`config.mk`:
```
export PLATFORM = sky130hd
export DESIGN_NAME = counter_timer_channels_flat
export DESIGN_NICKNAME = d
export VERILOG_FILES = /design/src/rtl/ctc_pkg.sv /design/src/rtl/ctc_req_if.sv /design/src/rtl/ctc_rsp_if.sv /design/src/rtl/counter_timer_channels.sv /design/src/rtl/ctc_step.sv /design/src/flat_wrapper.sv
export SDC_FILE = /design/constraint.sdc
export NUM_CORES = 1
export LEC_CHECK = 0
export BUFFER_PORTS_ARGS = -buffer_cell sky130_fd_sc_hd__buf_4
export CORE_ASPECT_RATIO = 1.2
export CORE_MARGIN = 2
export CORE_UTILIZATION = 40
export CTS_CLUSTER_SIZE = 25
export DETAILED_ROUTE_END_ITERATION = 8
export PLACE_DENSITY = 0.52
export REMOVE_ABC_BUFFERS = 1
export SYNTH_ARGS = -nofsm -noshare
export SYNTH_HDL_FRONTEND = slang
export SYNTH_SLANG_ARGS = --single-unit
```
`constraint.sdc`:
```
create_clock -name clk -period 4.4 [get_ports clk]
set_input_delay 0.66 -clock clk [delete_from_list [all_inputs] [get_ports clk]]
set_output_delay 0.66 -clock clk [all_outputs]
set_load 0.01 [all_outputs]
```
`src/rtl/ctc_pkg.sv`:
```
// Shared types and constants of the four-channel counter/timer.
package ctc_pkg;

	// Request commands.
	typedef enum logic [1:0] {
		CMD_WRITE = 2'd0,
		CMD_READ  = 2'd1,
		CMD_TICK  = 2'd2,
		CMD_ACK   = 2'd3
	} cmd_e;

	// Control word bit positions.
	localparam int CW_INT_EN   = 7;
	localparam int CW_COUNTER  = 6;
	localparam int CW_PRE_256  = 5;
	localparam int CW_TRIGGER  = 3;
	localparam int CW_TC_NEXT  = 2;
	localparam int CW_RESET    = 1;

	localparam logic [7:0] CW_RESET_VAL = 8'h03;
	localparam logic [7:0] CW_CLR_MASK  = 8'h06;
	localparam logic [8:0] TC_MAX       = 9'h100;
	localparam logic [7:0] PRE_LAST_256 = 8'hff;
	localparam logic [7:0] PRE_LAST_16  = 8'h0f;

	// Complete architectural state of the four channels.
	typedef struct packed {
		logic [3:0][7:0] cw;
		logic [3:0][8:0] tc;
		logic [3:0][8:0] dc;
		logic [3:0][7:0] ps;
		logic [4:0]      vb;
		logic [3:0]      pend;
		logic            tog;
	} state_t;

	// One result item.
	typedef struct packed {
		logic [7:0] read_data;
		logic [3:0] irq_pending;
		logic [3:0] zero_count;
	} result_t;

endpackage

```
`src/rtl/ctc_req_if.sv`:
```
// Request channel: command, channel and data byte with valid/ready.
interface ctc_req_if;
	logic       valid;
	logic       ready;
	logic [1:0] command;
	logic [1:0] channel;
	logic [7:0] data;

	modport source(output valid, command, channel, data, input ready);
	modport sink(input valid, command, channel, data, output ready);
endinterface

```
`src/rtl/ctc_rsp_if.sv`:
```
// Result channel: read byte, pending interrupts and zero counts with valid/ready.
interface ctc_rsp_if;
	logic       valid;
	logic       ready;
	logic [7:0] read_data;
	logic [3:0] irq_pending;
	logic [3:0] zero_count;

	modport source(output valid, read_data, irq_pending, zero_count, input ready);
	modport sink(input valid, read_data, irq_pending, zero_count, output ready);
endinterface

```
`src/rtl/counter_timer_channels.sv`:
```
// A request passes the input register, then the result register, before its result is offered.
// Throughput: one request per cycle when not stalled; all four channels update in one pass.
// Ready follows the result register: a held result only stalls once the input register is full.
// Reset: asynchronous, active low; control words become 0x03, counters, time constants,
// prescalers, vector and pending requests clear, and both registers empty.
// Top level of the four-channel counter/timer.
module counter_timer_channels (
	input  logic       clk,
	input  logic       arst_n,
	ctc_req_if.sink    req,
	ctc_rsp_if.source  rsp
);

	logic             valid_s1;
	ctc_pkg::cmd_e    cmd_s1;
	logic [1:0]       ch_s1;
	logic [7:0]       data_s1;
	ctc_pkg::state_t  state_q;
	ctc_pkg::state_t  state_nxt;
	ctc_pkg::result_t res_nxt;
	ctc_pkg::result_t res_q;
	logic             out_valid_q;
	logic             adv;

	// The input register hands over whenever the result register is free or being emptied.
	assign adv       = valid_s1 && (!out_valid_q || rsp.ready);
	assign req.ready = !valid_s1 || adv;

	// Combinational update of the channel state for the registered request.
	ctc_step u_step (
		.st   (state_q),
		.cmd  (cmd_s1),
		.ch   (ch_s1),
		.data (data_s1),
		.nxt  (state_nxt),
		.res  (res_nxt)
	);

	// Control and state registers.
	always_ff @(posedge clk or negedge arst_n) begin
		if (!arst_n) begin
			valid_s1      <= 1'b0;
			out_valid_q   <= 1'b0;
			state_q       <= '{cw: {4{ctc_pkg::CW_RESET_VAL}}, default: '0};
		end else begin
			if (req.valid && req.ready) begin
				valid_s1 <= 1'b1;
			end else if (adv) begin
				valid_s1 <= 1'b0;
			end
			if (adv) begin
				state_q     <= state_nxt;
				out_valid_q <= 1'b1;
			end else if (rsp.ready) begin
				out_valid_q <= 1'b0;
			end
		end
	end

	// Payload registers.
	always_ff @(posedge clk) begin
		if (req.valid && req.ready) begin
			cmd_s1  <= ctc_pkg::cmd_e'(req.command);
			ch_s1   <= req.channel;
			data_s1 <= req.data;
		end
		if (adv) begin
			res_q <= res_nxt;
		end
	end

	assign rsp.valid       = out_valid_q;
	assign rsp.read_data   = res_q.read_data;
	assign rsp.irq_pending = res_q.irq_pending;
	assign rsp.zero_count  = res_q.zero_count;

`ifndef NO_ASSERTIONS
	// Only a tick can report zero counts.
	a_zc_tick_only: assert property (@(posedge clk) disable iff (!arst_n)
		adv && (cmd_s1 != ctc_pkg::CMD_TICK) |=> (rsp.zero_count == 4'd0))
		else $error("zero count reported for a request that is not a tick");

	// An acknowledge leaves its channel not pending and answers an even byte.
	a_ack_clears: assert property (@(posedge clk) disable iff (!arst_n)
		adv && (cmd_s1 == ctc_pkg::CMD_ACK) |=>
		(!rsp.irq_pending[$past(ch_s1)] && !rsp.read_data[0]))
		else $error("acknowledge did not clear its pending request");

	// Control words only ever hold odd values.
	a_cw_odd: assert property (@(posedge clk) disable iff (!arst_n)
		state_q.cw[0][0] && state_q.cw[1][0] && state_q.cw[2][0] && state_q.cw[3][0])
		else $error("control word lost its low bit");

	// The result register only advances when it was free or being taken.
	a_no_overwrite: assert property (@(posedge clk) disable iff (!arst_n)
		out_valid_q && !rsp.ready |=> $stable(res_q) && out_valid_q)
		else $error("pending result overwritten");
`endif

endmodule

```
`src/rtl/ctc_step.sv`:
```
// Next-state and result logic for one request applied to the channel state.
module ctc_step (
	input  ctc_pkg::state_t  st,
	input  ctc_pkg::cmd_e    cmd,
	input  logic [1:0]       ch,
	input  logic [7:0]       data,
	output ctc_pkg::state_t  nxt,
	output ctc_pkg::result_t res
);

	// A channel runs when not in reset, loaded, and it has a clock source.
	function automatic logic [3:0] run_vec(input logic [3:0][7:0] cw,
			input logic [3:0][8:0] tc);
		logic [3:0] base;
		logic [3:0] run;
		for (int i = 0; i < 4; i++) begin
			base[i] = !cw[i][ctc_pkg::CW_RESET] && (tc[i] != 9'd0);
		end
		run[0] = base[0] && !cw[0][ctc_pkg::CW_COUNTER] && !cw[0][ctc_pkg::CW_TRIGGER];
		run[1] = base[1];
		run[2] = base[2];
		run[3] = base[3] && ((cw[3][ctc_pkg::CW_COUNTER] || cw[3][ctc_pkg::CW_TRIGGER])
			? run[0] : 1'b1);
		return run;
	endfunction

	logic [3:0] run_old;
	logic [3:0] run_new;
	logic [3:0] zc;
	logic [3:0] step;
	logic       upd;
	logic [7:0] last;

	always_comb begin
		nxt     = st;
		res     = '0;
		zc      = '0;
		step    = '0;
		upd     = 1'b0;
		last    = '0;
		run_old = run_vec(st.cw, st.tc);
		run_new = run_old;
		case (cmd)
			ctc_pkg::CMD_WRITE: begin
				// Time constant, changed control word or vector; first two restart.
				if (st.cw[ch][ctc_pkg::CW_TC_NEXT]) begin
					nxt.tc[ch] = (data == 8'd0) ? ctc_pkg::TC_MAX : {1'b0, data};
					nxt.cw[ch] = st.cw[ch] & ~ctc_pkg::CW_CLR_MASK;
					upd = 1'b1;
				end else if (data[0]) begin
					if (st.cw[ch] != data) begin
						nxt.cw[ch] = data;
						upd = 1'b1;
					end
				end else begin
					nxt.vb = data[7:3];
				end
				run_new = run_vec(nxt.cw, nxt.tc);
				for (int c = 0; c < 4; c++) begin
					if (upd && ((2'(c) == ch) || (c == 3 && ch == 2'd0))) begin
						nxt.dc[c] = nxt.tc[c];
						nxt.ps[c] = '0;
						if (nxt.cw[c][ctc_pkg::CW_RESET] ||
								(run_new[c] && !nxt.cw[c][ctc_pkg::CW_INT_EN])) begin
							nxt.pend[c] = 1'b0;
						end
					end
				end
			end
			ctc_pkg::CMD_READ: begin
				res.read_data = run_old[ch] ? st.dc[ch][7:0] : st.tc[ch][7:0];
			end
			ctc_pkg::CMD_TICK: begin
				// Every running channel may advance; channel 3 may chain on channel 0.
				nxt.tog = ~st.tog;
				for (int i = 0; i < 4; i++) begin
					if (run_old[i]) begin
						if (st.cw[i][ctc_pkg::CW_COUNTER]) begin
							step[i] = (i == 3) ? zc[0] : nxt.tog;
						end else begin
							last = st.cw[i][ctc_pkg::CW_PRE_256] ?
								ctc_pkg::PRE_LAST_256 : ctc_pkg::PRE_LAST_16;
							if (st.ps[i] >= last) begin
								nxt.ps[i] = '0;
								step[i]   = 1'b1;
							end else begin
								nxt.ps[i] = st.ps[i] + 8'd1;
							end
						end
						if (step[i]) begin
							if (st.dc[i] <= 9'd1) begin
								nxt.dc[i] = st.tc[i];
								zc[i]     = 1'b1;
								if (st.cw[i][ctc_pkg::CW_INT_EN]) begin
									nxt.pend[i] = 1'b1;
								end
							end else begin
								nxt.dc[i] = st.dc[i] - 9'd1;
							end
						end
					end
				end
			end
			ctc_pkg::CMD_ACK: begin
				res.read_data = {st.vb, ch, 1'b0};
				nxt.pend[ch]  = 1'b0;
			end
			default: begin
			end
		endcase
		res.irq_pending = nxt.pend;
		res.zero_count  = zc;
	end

endmodule
```
`src/flat_wrapper.sv`:
```
// flat-port wrapper written by rule: the top's interface ports become plain ports
module counter_timer_channels_flat 
  (clk, arst_n, req_valid, req_command, req_channel, req_data, req_ready, rsp_valid, rsp_read_data, rsp_irq_pending, rsp_zero_count, rsp_ready);
  ctc_req_if req_i ();
  ctc_rsp_if rsp_i ();
  input  logic clk;
  input  logic arst_n;
  input wire logic [$bits(req_i.valid)-1:0] req_valid;
  input wire logic [$bits(req_i.command)-1:0] req_command;
  input wire logic [$bits(req_i.channel)-1:0] req_channel;
  input wire logic [$bits(req_i.data)-1:0] req_data;
  output wire logic [$bits(req_i.ready)-1:0] req_ready;
  output wire logic [$bits(rsp_i.valid)-1:0] rsp_valid;
  output wire logic [$bits(rsp_i.read_data)-1:0] rsp_read_data;
  output wire logic [$bits(rsp_i.irq_pending)-1:0] rsp_irq_pending;
  output wire logic [$bits(rsp_i.zero_count)-1:0] rsp_zero_count;
  input wire logic [$bits(rsp_i.ready)-1:0] rsp_ready;
  assign req_i.valid = req_valid;
  assign req_i.command = req_command;
  assign req_i.channel = req_channel;
  assign req_i.data = req_data;
  assign req_ready = req_i.ready;
  assign rsp_valid = rsp_i.valid;
  assign rsp_read_data = rsp_i.read_data;
  assign rsp_irq_pending = rsp_i.irq_pending;
  assign rsp_zero_count = rsp_i.zero_count;
  assign rsp_i.ready = rsp_ready;
  counter_timer_channels u_core (.clk(clk), .arst_n(arst_n), .req(req_i), .rsp(rsp_i));
endmodule
```
# Word level (Yosys, flattened, before mapping)
# Cells that the tools add are included.
# op_classes
n_shift	0
bitwise_logic	5
eq_ne	25
muxes	120
n_mul	0
div_mod_pow	0
reduce_logical	81
magnitude_cmp	10
n_addsub	8
# ops
cell	n
8-bit 2-to-1 mux	25
9-bit 2-to-1 mux	18
68-bit case mux with 2 select lines	1
32-bit 2-to-1 mux	4
36-bit 2-to-1 mux	2
9-bit nonzero test	8
32-bit bitwise mux	2
1-bit 2-to-1 mux	58
5-bit AND reduction	8
9-bit binary-select mux with 2-bit select	2
36-bit bitwise mux	1
9-bit by 1-bit <= comparator with 1-bit output, second input constant	4
9-bit by 1-bit subtractor with 9-bit output, second input constant	4
8-bit by 1-bit adder with 8-bit output, second input constant	4
8-bit greater-or-equal comparator	4
1-bit logical AND	25
2-bit inequality test, second input constant	12
9-bit demux with 2-bit select	1
1-bit logical NOT	18
8-bit binary-select mux with 2-bit select	1
8-bit demux with 2-bit select	1
8-bit case mux with 2 select lines	1
4-bit case mux with 3 select lines	1
1-bit logical OR	9
other kinds (21)	35
# totals
mem_bits_rw	0
wordCells	283
mem_count	0
out_inout_bits	18
ff_bits	176
in_bits	16
romBits	0
latchBits	0

# Longest topological paths before layout
# Gate-level depths: netlist of the first run.
# logic_depth
ltp_word	20
depth_mapped	13
mapped_depth_nobuf	11

# Cells and area by module
# From an unflattened synthesis of the first run, not the netlist that was laid out.
# unflattened
cells_unflattened	1333
hier_area_um2	13504.2
# by_module_without_submodules
module	cells_each	n_inst	area_per_inst_um2	seq_area_each_um2
counter_timer_channels	344	1	6995.5	4554.4
ctc_step	989	1	6508.7	0.0

# Worst setup path before layout of the first run
# No wires, ideal clock.
# synth_path
path_kind	reg-to-reg
start	reg u_core.ch_s1[0]
end	reg u_core.res_q, in the netlist u_core.rsp.irq_pending[0], data pin
stages_incl_launch_ff	13
path_buffers	3
t_required_ns	4.132
slack_ns	1.100
synth_period_minus_slack_ns	3.300
arrival_ns	3.031
setup_ns	0.268
path_cell_list	edfxtp_1 > buf_6 > buf_1 > buf_1 > inv_1 > ha_1 > nand2_1 > a21oi_1 > mux2i_1 > a21boi_0 > or3_1 > o2111ai_2 > o211ai_1
# synth_rtl
item	line_no	source
start, declared	counter_timer_channels.sv:16	logic [1:0] ch_s1;
start signal, assigned	counter_timer_channels.sv:64	ch_s1 <= req.channel;
end signal, assigned	counter_timer_channels.sv:68	res_q <= res_nxt;
end, declared	counter_timer_channels.sv:21	ctc_pkg::result_t res_q;

# Final worst setup path of the first run
# layout_path
start	reg u_core.ch_s1[0]
end	reg u_core.state_q[28] in the netlist's numbering
# layout_via
elab_chain_cells	10
elab_cells_between_ends	11
classes_between	eq/ne: 3; mux: 6; reduce/logical: 2
# layout_lines
item	line_no	source
8-bit binary-select mux with 2-bit select	ctc_step.sv:46, ctc_step.sv:51	
8-bit 2-to-1 mux (implied by the code)	ctc_step.sv:51	if (st.cw[ch] != data) begin
8-bit inequality test	ctc_step.sv:51	
1-bit 2-to-1 mux	ctc_step.sv:51	
1-bit 2-to-1 mux	ctc_step.sv:50	end else if (data[0]) begin
1-bit 2-to-1 mux	ctc_step.sv:46	if (st.cw[ch][ctc_pkg::CW_TC_NEXT]) begin
1-bit 2-to-1 mux	ctc_step.sv:43	case (cmd)
1-bit logical AND (*)	ctc_step.sv:60	if (upd && ((2'(c) == ch) || (c == 3 && ch == 2'd0))) begin
2-bit inequality test (no source line) (*)	--	
5-bit AND reduction (no source line) (*)	--	
end signal, assigned	counter_timer_channels.sv:52	state_q <= state_nxt;
end, declared	counter_timer_channels.sv:18	ctc_pkg::state_t state_q;
# Mark *: on every way between the ends. The rest lies on a longest branch, timed or not. The select of a mux whose other input is x is not followed.
# A chain may end at the register's enable or synchronous reset.

==> results of run 1 <==
==> through the flow <==
step	setup slack (ps)	power, W	utilization [%]	hold WS, ps	cells
2_1_floorplan	37.2	0.00383	-	364	1004
3_3_place_gp	886	0.00451	43.3	468	1396
3_5_place_dp	757	0.00451	43.3	473	1396
4_1_cts	754	0.00611	45.8	213	1428
5_1_grt	478	0.00648	45.8	244	1428
6_report	754	0.00612	45.8	178	1428
==> final cells by class <==
| type | instances | area share, % |
|---|---|---|
| Multi-Input combinational cell | 794 | 46.7 |
| Sequential cell | 176 | 39.2 |
| Timing Repair Buffer | 62 | 4.15 |
| Clock buffer | 18 | 3.88 |
| Tap cell | 330 | 3.55 |
| Clock inverter | 14 | 1.40 |
| Inverter | 34 | 1.10 |
==> worst max-delay path: stages, from the launching register on <==
cell and delay (ps):
edfxtp_1 750, mux4_1 680, xnor2_1 150, and4_1 280, a21bo_4 290, a21oi_1 510, nor2_1 230, buf_4 210
nor2_1 220, nand2_1 90, o21ai_0 150
==> path summary, 6_finish.rpt <==
path | from | to | slack, ps | depth (start not counted)
setup / recovery | u_core.ch_s1[0]$_DFFE_PP_ | u_core.state_q[28]$_DFFE_PN0P_ | 750 | 10
hold / removal | arst_n | u_core.state_q[27]$_DFFE_PN0P_ | 180 | 1
setup reg to reg | u_core.ch_s1[0]$_DFFE_PP_ | u_core.state_q[28]$_DFFE_PN0P_ | 750 | 10
hold reg to reg | u_core.state_q[138]$_DFFE_PN1P_ | u_core.state_q[138]$_DFFE_PN1P_ | 490 | 2
max in group asynchronous | arst_n | u_core.state_q[93]$_DFFE_PN0P_ | 3310 | 2
min in group clk | req_command[1] | u_core.cmd_s1[1]$_DFFE_PP_ | 370 | 1
==> cell usage in the layout, fill, tap and decap left out, types with 8 or more instances in the layout <==
cell type	netlist	layout
nand2_1	144	144
dfrtp_1	140	140
nor2_1	106	105
o21ai_0	97	97
buf_4	0	60
a21oi_1	48	48
mux2_2	47	47
inv_1	34	34
ha_1	32	32
edfxtp_1	28	28
xnor2_1	26	26
nand3_1	26	26
mux4_2	23	23
nor3_1	22	22
o221ai_1	21	21
and3_1	18	18
clkbuf_16	0	18
mux2i_1	17	17
nor4_1	13	13
a31oi_1	12	12
nand2b_1	11	11
xor2_1	10	10
a21o_1	9	9
o31ai_1	9	9
dfstp_2	8	8
==> flip-flops by register name, indices dropped and copies added (netlist names) <==
name                    count
u_core.state_q            146
u_core.data_s1              8
u_core.rsp.read_data        8
u_core.rsp.irq_pending      4
u_core.rsp.zero_count       4
u_core.ch_s1                2
u_core.cmd_s1               2
u_core.rsp.valid            1
u_core.valid_s1             1
==> per-layer routing <==
metal  wire (µm)  track usage, %
met1       13700            31.7
met2       14900            38.3
met3        1290            4.21
met4        1050            9.70
met5           0               0
==> report_power, final <==
group          switching [W]  total (W)  internal, W
combinational        0.00109    0.00198     0.000892
sequential          0.000507    0.00254      0.00203
clock               0.000798    0.00160     0.000801
==> synthesized netlist by cell type (all sizes together), types with 14 or more instances <==
cell / count / area, µm²
inv: 34 / 128
xnor2: 27 / 244
o21ai: 102 / 514
clkbuf: 30 / 113
and3: 18 / 113
nor2: 107 / 409
mux2: 47 / 529
a21oi: 50 / 265
mux2i: 17 / 170
nand2: 144 / 541
nor4: 14 / 103
ha: 32 / 400
mux4: 26 / 597
dfrtp: 140 / 3500
nand3: 26 / 130
nor3: 22 / 110
o221ai: 21 / 184
edfxtp: 28 / 841
buf: 16 / 77.6
==> cells by family (layout without fill, tap and decap cells) <==
group	Yosys count	after routing
xor+xnor	37	37
compound gates	258	258
fa+ha+maj	32	32
buf+inv	80	128
simple gates	377	377
mux	90	90
flops	176	176
==> run metrics, run 1 <==
Cells after Synth=between 1000 and 1500; Slew @ Worst Pin=between 800 and 900 ps; WL final=30900 µm; number of buffers added on ports=33; first-pass GRT wire length=slightly below 50000 µm; root buffer cell=clkbuf_16; area occupied by multi-input gates=approximately 5400 µm²; number of global-route vias before repair=around 8300; worst skew pair latency=around 460 ps; grt ovf=0; RSZ-0062 raised after global routing=false; CP startpoint kind=register; syn avg cell area=a little under 10 µm²; DR vias=~8400; CTS resizes=0; Setup CP Type=reg -> reg; Worst Hold Class=in -> async; CTS hold repair buffers=0; Max Fclk=274 MHz; CTS H-tree lvls=4; fin. max-slew vios=0; setup total negative slack=0 ps; post-synthesis sequential area ratio=between 40 and 50%; initial core utilization=about two fifths; total CTS buffers=17; Compound-Gate Fraction of Synth Area=between 10% and 20%; Core Area=between 20000 and 30000 µm²; DR DRC count=0; Fin. Hold Viols=0; Tcrit/Tclk final=between 80 and 90%; All-Layer GR Usage=between 20% and 30%; antenna-violating nets left=0; share of cells above drive strength 1=between 15 and 20%; IO Count=34; outcome=completed; FF/Latch Area=roughly 4600 µm²; asr flop ratio synth=a little over four fifths; initial antenna violation count=0; First DRT Iteration DRCs=around 550; setup bufs post-CTS=0; largest family of logic cells by synthesized area=simple AND/OR/NAND/NOR gates; NumNets Final=about 1100; final setup vio count=0; die width=150 µm; XOR/XNOR Fraction of Synth Area=around 3.2%; CTS tree=done; Final HPWL DP=~22000 µm; simple-gate share of the synthesized area=between 10% and 20%; routed length per placed instance=~22 µm; worst-path maximum fanout=10; Final min period=~3600 ps; die area=~27000 µm²; flops & latches, synth=176; Syn. warnings=0; row count=between 60 and 70; Mapped Area=10300 µm²; Clock Skews=between 10 and 15 ps; Area Overhead vs Synth=12.8%; routability cong.=between 0.9 and 1; Post-Synth Adder-Cell Area=roughly 3.9%; Slew HR=between 40 and 50%; largest net degree at the start of global routing=83; worst vdd ir=0.000298 V; total of max-cap violations=0; Crit. End Element=register; fill count=~2400; Area after DPL=11000 µm²; EDFF count, synth=28; final instance area=~12000 µm²; TritonRoute pass-1 iters=7; clk sinks=176; count of cell types in the netlist=71; Clock Path Buffers=2; Worst-path clk slew=80 ps; post-synthesis mux area share=around an eighth; PwrDens=between 500 and 600 nW/µm²; drt via density=just under 6; Arrival @ worst endpoint=between 4000 and 5000 ps; Leakage Power=roughly 4.9 nW; Req. time, crit path=4780 ps; Die Y=180 µm; ys flop type=dfrtp_1; # diodes=0
(Power assumes the default switching activity.)
==> run 2, diff against run 1 <==
--- a/config.mk
+++ b/config.mk
@@ -11,7 +11,7 @@
 export CORE_UTILIZATION = 40
 export CTS_CLUSTER_SIZE = 25
 export DETAILED_ROUTE_END_ITERATION = 8
-export PLACE_DENSITY = 0.52
+export PLACE_DENSITY = 0.54
 export REMOVE_ABC_BUFFERS = 1
 export SYNTH_ARGS = -nofsm -noshare
 export SYNTH_HDL_FRONTEND = slang
==> constraint.sdc (replaced) <==
create_clock -name clk -period 3 [get_ports clk]
set_input_delay 0.45 -clock clk [delete_from_list [all_inputs] [get_ports clk]]
set_output_delay 0.45 -clock clk [all_outputs]
set_load 0.01 [all_outputs]
==> run 2 against run 1 <==
Largest power group unchanged; worst setup slack worse by 820 ps; the run now ends with negative hold slack, negative setup slack left; wire length increased by 4.8%; power grew 55%; critical endpoint is now u_core.rsp.irq_pending[0]$_DFFE_PP_.
==> run metrics, run 2 (synthesis results as in run 1) <==
violated checks=negative hold slack, negative setup slack; Die Y=180 µm (unchanged); PnR worst setup slack=-65.8 ps (-820 ps); clk sinks=176 (unchanged); Slew @ Worst Pin=721 ps (-125 ps); TritonRoute pass-1 iters=6 (-1); Final min period=3070 ps (-580 ps); NumNets Final=1226 (+8.2%); Clock Path Buffers=2 (unchanged); RSZ-0062 raised after global routing=true; die area=27000 µm² (unchanged); Clock Skews=17.7 ps (+5.31 ps); initial antenna violation count=0 (unchanged); row count=64 (unchanged); fill count=2318 (-3.3%); drt via density=5.75 (-1.8%); final hold slack=-22.7 ps (-200 ps); reg2reg path depth=11 (+1); Arrival @ worst endpoint=3260 ps (-760 ps); crit-path cells=buf_6, mux4_2, xor2_2, nor4_4, buf_4, a21oi_2, mux2i_1, a21boi_0, or3_4, o2111ai_2, o211ai_1; CTS hold repair buffers=0 (unchanged); total CTS buffers=17 (unchanged); area occupied by multi-input gates=5740 µm² (+5.7%); worst vdd ir=0.000393 V (+32%); fin. max-slew vios=0 (unchanged); r2r setup slk=-70 ps (-820 ps); root buffer cell=clkbuf_16; FF/Latch Area=4550 µm² (unchanged); max reg flops=146 (unchanged); IO Count=34 (unchanged); grt ovf=0 (unchanged); Core Area=25400 µm² (unchanged); commonest non-fill, non-tap cell in the layout=nand2_1; initial core utilization=40.6% (unchanged); Setup CP Type=reg -> reg; CP startpoint kind=register; # diodes=0 (unchanged); PwrDens=747 nW/µm² (+42%); routed length per placed instance=21.3 µm (-1.7%); Worst-path clk slew=80 ps (about the same); largest net degree at the start of global routing=61 (-27%); antenna-violating nets left=0 (unchanged); number of global-route vias before repair=8635 (+3.5%); Slew HR=51.7% (+8.2 points); outcome=finished with violations; register name with the most flops=u_core.state_q; Leakage Power=5.49 nW (+11%); number of buffers added on ports=33 (unchanged); WL final=32400 µm (+4.8%); die width=150 µm (unchanged); final setup vio count=3 (+3); Tcrit/Tclk final=102% (+19 points); Fin. Hold Viols=9 (+9); worst skew pair latency=450 ps (about the same); DR DRC count=0 (unchanged); Area Overhead vs Synth=23.4%; worst-path maximum fanout=4 (-6); share of cells above drive strength 1=27.9% (+10 points); routability cong.=0.916 (+1.3%); All-Layer GR Usage=24.7% (+0.83 points); setup total negative slack=-102 ps (-102 ps); First DRT Iteration DRCs=553 (-0.18%); CTS H-tree lvls=4 (unchanged); Crit path largest cell delay=560 ps (-190 ps); Crit. End Element=register; DR vias=8742 (+4.6%); Slowest cell on crit path=mux4_2; first-pass GRT wire length=50700 µm (+3.3%); total of max-cap violations=0 (unchanged); CTS tree=done; Max Fclk=326 MHz (+19%); Worst Hold Class=in -> async; Final HPWL DP=23700 µm (+6.2%); Req. time, crit path=3190 ps (-1590 ps); most frequent cells in the layout=nand2_1, buf_4, dfrtp_1
run 2: cell types whose count changed in the layout (fill, tap and decap cells not counted), moves of 3 or more:
| cell | delta |
|---|---|
| a21oi_1 | -5 |
| buf_12 | +3 |
| a21oi_2 | +4 |
| nor2_1 | -3 |
| clkinv_2 | +3 |
| o21ai_0 | -10 |
| clkinv_8 | -4 |
| a31oi_1 | -3 |
| nor4_1 | -3 |
| inv_8 | -3 |
| o21ai_2 | +7 |
| buf_6 | +7 |
| nor4_2 | +3 |
| buf_4 | +81 |
run 2: power breakdown:
| group | internal, W | switching [W] |
|---|---|---|
| combinational | 0.00165 | 0.00186 |
| clock | 0.00130 | 0.00103 |
| sequential | 0.00298 | 0.000665 |
| total | 0.00592 | 0.00356 |
run 2: cell type report:
type                    instances  area share, %
multi-input cells             794           45.2
flip-flops and latches        176           35.9
repair buffers                155           9.99
clock buffers                  19           3.58
well taps                     330           3.25
clock inverters                13           1.16
inverters                      34           1.00
run 2: final timing paths:
path | start | to
worst min-delay path | arst_n | u_core.state_q[29]$_DFFE_PN0P_
min in group clk | req_command[0] | u_core.cmd_s1[0]$_DFFE_PP_
worst min register to register | u_core.state_q[114]$_DFFE_PN1P_ | u_core.state_q[114]$_DFFE_PN1P_
worst max register to register | u_core.ch_s1[0]$_DFFE_PP_ | u_core.rsp.irq_pending[0]$_DFFE_PP_
worst max-delay path | u_core.ch_s1[0]$_DFFE_PP_ | u_core.rsp.irq_pending[0]$_DFFE_PP_
max in group asynchronous | arst_n | u_core.state_q[17]$_DFFE_PN0P_
run 2: critical path, delay by kind of cell, from the launching register on:
family	cells	cell delay, ps
multiplexers	2	690
AND/OR/NAND/NOR	2	660
AO/OA/AOI/OAI	4	540
flip-flops	1	420
buffers and inverters	2	340
XOR/XNOR	1	180
run 2: per-stage QoR:
step           power [W]  setup slack [ps]  util [%]  cell area (µm²)  cells
5_1_grt           0.0101              -121      50.0            12700   1521
2_1_floorplan    0.00561             -1360         -            10100   1004
6_report         0.00949             -65.8      50.0            12700   1521
4_1_cts          0.00934             -64.7      48.8            12400   1516
3_3_place_gp     0.00689              -177      45.8            11600   1476
3_5_place_dp     0.00692              -210      45.8            11600   1476
run 2: per-layer routing:
layer / wire (µm) / part of all wire (%) / vias to the layer above / GRT usage (%)
met5: 0 / 0 / - / 0
met4: 1480 / 4.6 / 0 / 11.1
met3: 1680 / 5.2 / 82 / 4.59
met2: 15100 / 47 / 269 / 38.3
met1: 14100 / 44 / 4293 / 33.4
li1: - / - / 4098 / -
run 2: timing repair:
item,CTS,global route
endpoints found under the hold margin,0,0
gates cloned,0,2
setup buffers,8,3
pin swaps,9,15
endpoints found under the setup margin,44,71
resized for setup,25,55
==> run 3, diff against run 2 <==
--- a/config.mk
+++ b/config.mk
@@ -11,7 +11,7 @@
 export CORE_UTILIZATION = 40
 export CTS_CLUSTER_SIZE = 25
 export DETAILED_ROUTE_END_ITERATION = 8
-export PLACE_DENSITY = 0.54
+export PLACE_DENSITY = 0.55
 export REMOVE_ABC_BUFFERS = 1
 export SYNTH_ARGS = -nofsm -noshare
 export SYNTH_HDL_FRONTEND = slang
==> run 3 against run 2 <==
The flow finishes with violations (negative setup slack); worst hold slack better by 30 ps; worst setup slack worse by 55 ps; critical path depth fell by 1; count of clock-buffer cells in the layout increased by 4; power is 1.4% higher; die area stayed put; core utilization up 0.89 points; final cell count grew 0.85%; clock power up 3%; wire length up 0.22%.
==> run metrics, run 3 (synthesis results as in run 1) <==
Max Fclk=320 MHz (-1.7%); final setup vio count=2 (-1); TritonRoute pass-1 iters=5 (-1); die width=150 µm (unchanged); WP buf/inv=1 (-1); Leakage Power=5.61 nW (+2.1%); CTS hold repair buffers=0 (unchanged); grt ovf=0 (unchanged); All-Layer GR Usage=24.1% (-0.55 points); routed length per placed instance=21.1 µm (-0.63%); CTS H-tree lvls=4 (unchanged); WL final=32400 µm (+0.22%); CTS tree=done; Placed Instances=1482 (+0.41%); Crit. End Element=register; Fin. Hold Viols=0 (-9); # diodes=0 (unchanged); total CTS buffers=17 (unchanged); Area Overhead vs Synth=25.5%; first-pass GRT wire length=49700 µm (-2.1%); most frequent cells in the layout=buf_4, dfrtp_1, nand2_1; routability cong.=0.910 (-0.68%); Setup CP Type=reg -> reg; cell family with most CP delay=compound AO/OA/AOI/OAI gates; clk sinks=176 (unchanged); outcome=finished with violations; Crit path largest cell delay=540 ps (-20 ps); worst vdd ir=0.000362 V (-8.0%); Final min period=3120 ps (+54.5 ps); Slew @ Worst Pin=655 ps (-66.7 ps); CP Launch Point=u_core.ch_s1[0]$_DFFE_PP_; number of buffers added on ports=33 (unchanged); worst skew pair latency=440 ps (about the same); Tcrit/Tclk final=104% (+1.8 points); antenna-violating nets left=0 (unchanged); IO Count=34 (unchanged); crit-path cells=buf_6, mux4_2, xor2_2, nor4_4, a21oi_2, a22o_1, a22o_1, or3_4, o2111ai_2, o211ai_1; Slew HR=56.3% (+4.7 points); violated checks=negative setup slack; drt via density=5.78 (+0.50%); register name with the most flops=u_core.state_q; Clock Skews=17.9 ps (+0.218 ps); Slowest cell on crit path=mux4_2; Arrival @ worst endpoint=3300 ps (+40 ps); non-filler cells, final=1534 (+0.85%); Core Area=25400 µm² (unchanged); RSZ-0062 raised after global routing=true; Clock Path Buffers=2 (unchanged); largest net degree at the start of global routing=66 (+8.2%); DR DRC count=0 (unchanged); commonest non-fill, non-tap cell in the layout=buf_4; Worst Hold Class=in -> async; worst-path maximum fanout=4 (unchanged); row count=64 (unchanged); PwrDens=744 nW/µm² (-0.34%); Final HPWL DP=23500 µm (-0.88%); root buffer cell=clkbuf_16; Req. time, crit path=3180 ps (about the same); share of cells above drive strength 1=30.0% (+2.1 points); worst r2r src=u_core.ch_s1[0]$_DFFE_PP_; Worst-path clk slew=70 ps (about the same); CP startpoint kind=register; initial antenna violation count=0 (unchanged); number of global-route vias before repair=8605 (-0.35%); Die Y=180 µm (unchanged); fin. max-slew vios=0 (unchanged); First DRT Iteration DRCs=695 (+26%); setup total negative slack=-147 ps (-44.4 ps); cell mode on critical path=a22o_1; initial core utilization=40.6% (unchanged); die area=27000 µm² (unchanged); DR vias=8861 (+1.4%); max reg flops=146 (unchanged); PnR worst setup slack=-120 ps (-54.5 ps); total of max-cap violations=0 (unchanged); fill count=2275 (-1.9%); NumNets Final=1239 (+1.1%)
==> run 3: layout make-up <==
type	instances	area, µm²	share of cell area [%]
Clock buffer	23	519	4.02
Clock inverter	9	120	0.929
Inverter	34	128	0.987
Multi-Input combinational cell	794	5770	44.7
Sequential cell	176	4550	35.2
Tap cell	330	413	3.19
Timing Repair Buffer	168	1420	11.0
==> run 3: report_power, final <==
part           switching, W  leakage, nW  internal [W]  total (W)
registers          0.000668         2.19       0.00298    0.00365
logic               0.00188         3.10       0.00169    0.00357
clock network       0.00100        0.311       0.00140    0.00240
total               0.00355         5.61       0.00607    0.00962
==> run 3: worst reg2reg max path, delay by kind of cell (launching register included) <==
family                 cells  cell delay [ps]
buffers and inverters      1              140
AO/OA/AOI/OAI              5              890
flip-flops                 1              400
AND/OR/NAND/NOR            2              750
XOR/XNOR                   1              180
multiplexers               1              540
==> run 3: routing by layer <==
metal  vias to the layer above  wire length [µm]  global-route usage [%]
met1                      4315             13900                    32.8
li1                       4143                 -                       -
met4                         0              1430                    11.8
met5                         -                 0                       0
met2                       330             15200                    37.2
met3                        73              1870                    3.93
==> run 3: through the flow <==
stage / hold slack, ps / instance area [µm²] / total power [W] / setup slack, ps / util [%]
4_1_cts: 28.7 / 12500 / 0.00941 / -105 / 49.1
6_report: 7.66 / 12900 / 0.00962 / -120 / 50.9
5_1_grt: 53.1 / 12900 / 0.0102 / -285 / 50.9
2_1_floorplan: 154 / 10100 / 0.00561 / -1360 / -
3_3_place_gp: 469 / 11700 / 0.00691 / -139 / 46.0
3_5_place_dp: 477 / 11700 / 0.00694 / -217 / 46.0
==> run 3: path summary, 6_finish.rpt <==
| check | to | slack (ps) | depth (start not counted) |
|---|---|---|---|
| max | u_core.rsp.irq_pending[0]$_DFFE_PP_ | -120 | 10 |
| max reg2reg | u_core.rsp.irq_pending[0]$_DFFE_PP_ | -120 | 10 |
| min | u_core.state_q[28]$_DFFE_PN0P_ | 8 | 1 |
| max in group asynchronous | u_core.state_q[57]$_DFFE_PN0P_ | 2270 | 2 |
| min in group clk | u_core.data_s1[5]$_DFFE_PP_ | 190 | 1 |
| min reg2reg | u_core.state_q[114]$_DFFE_PN1P_ | 480 | 2 |
==> run 3: timing repair <==
action,4_1_cts,5_1_grt
gates cloned,0,4
setup endpoints to repair,45,68
pin swaps,8,26
resized for setup,21,104
setup buffers,7,11
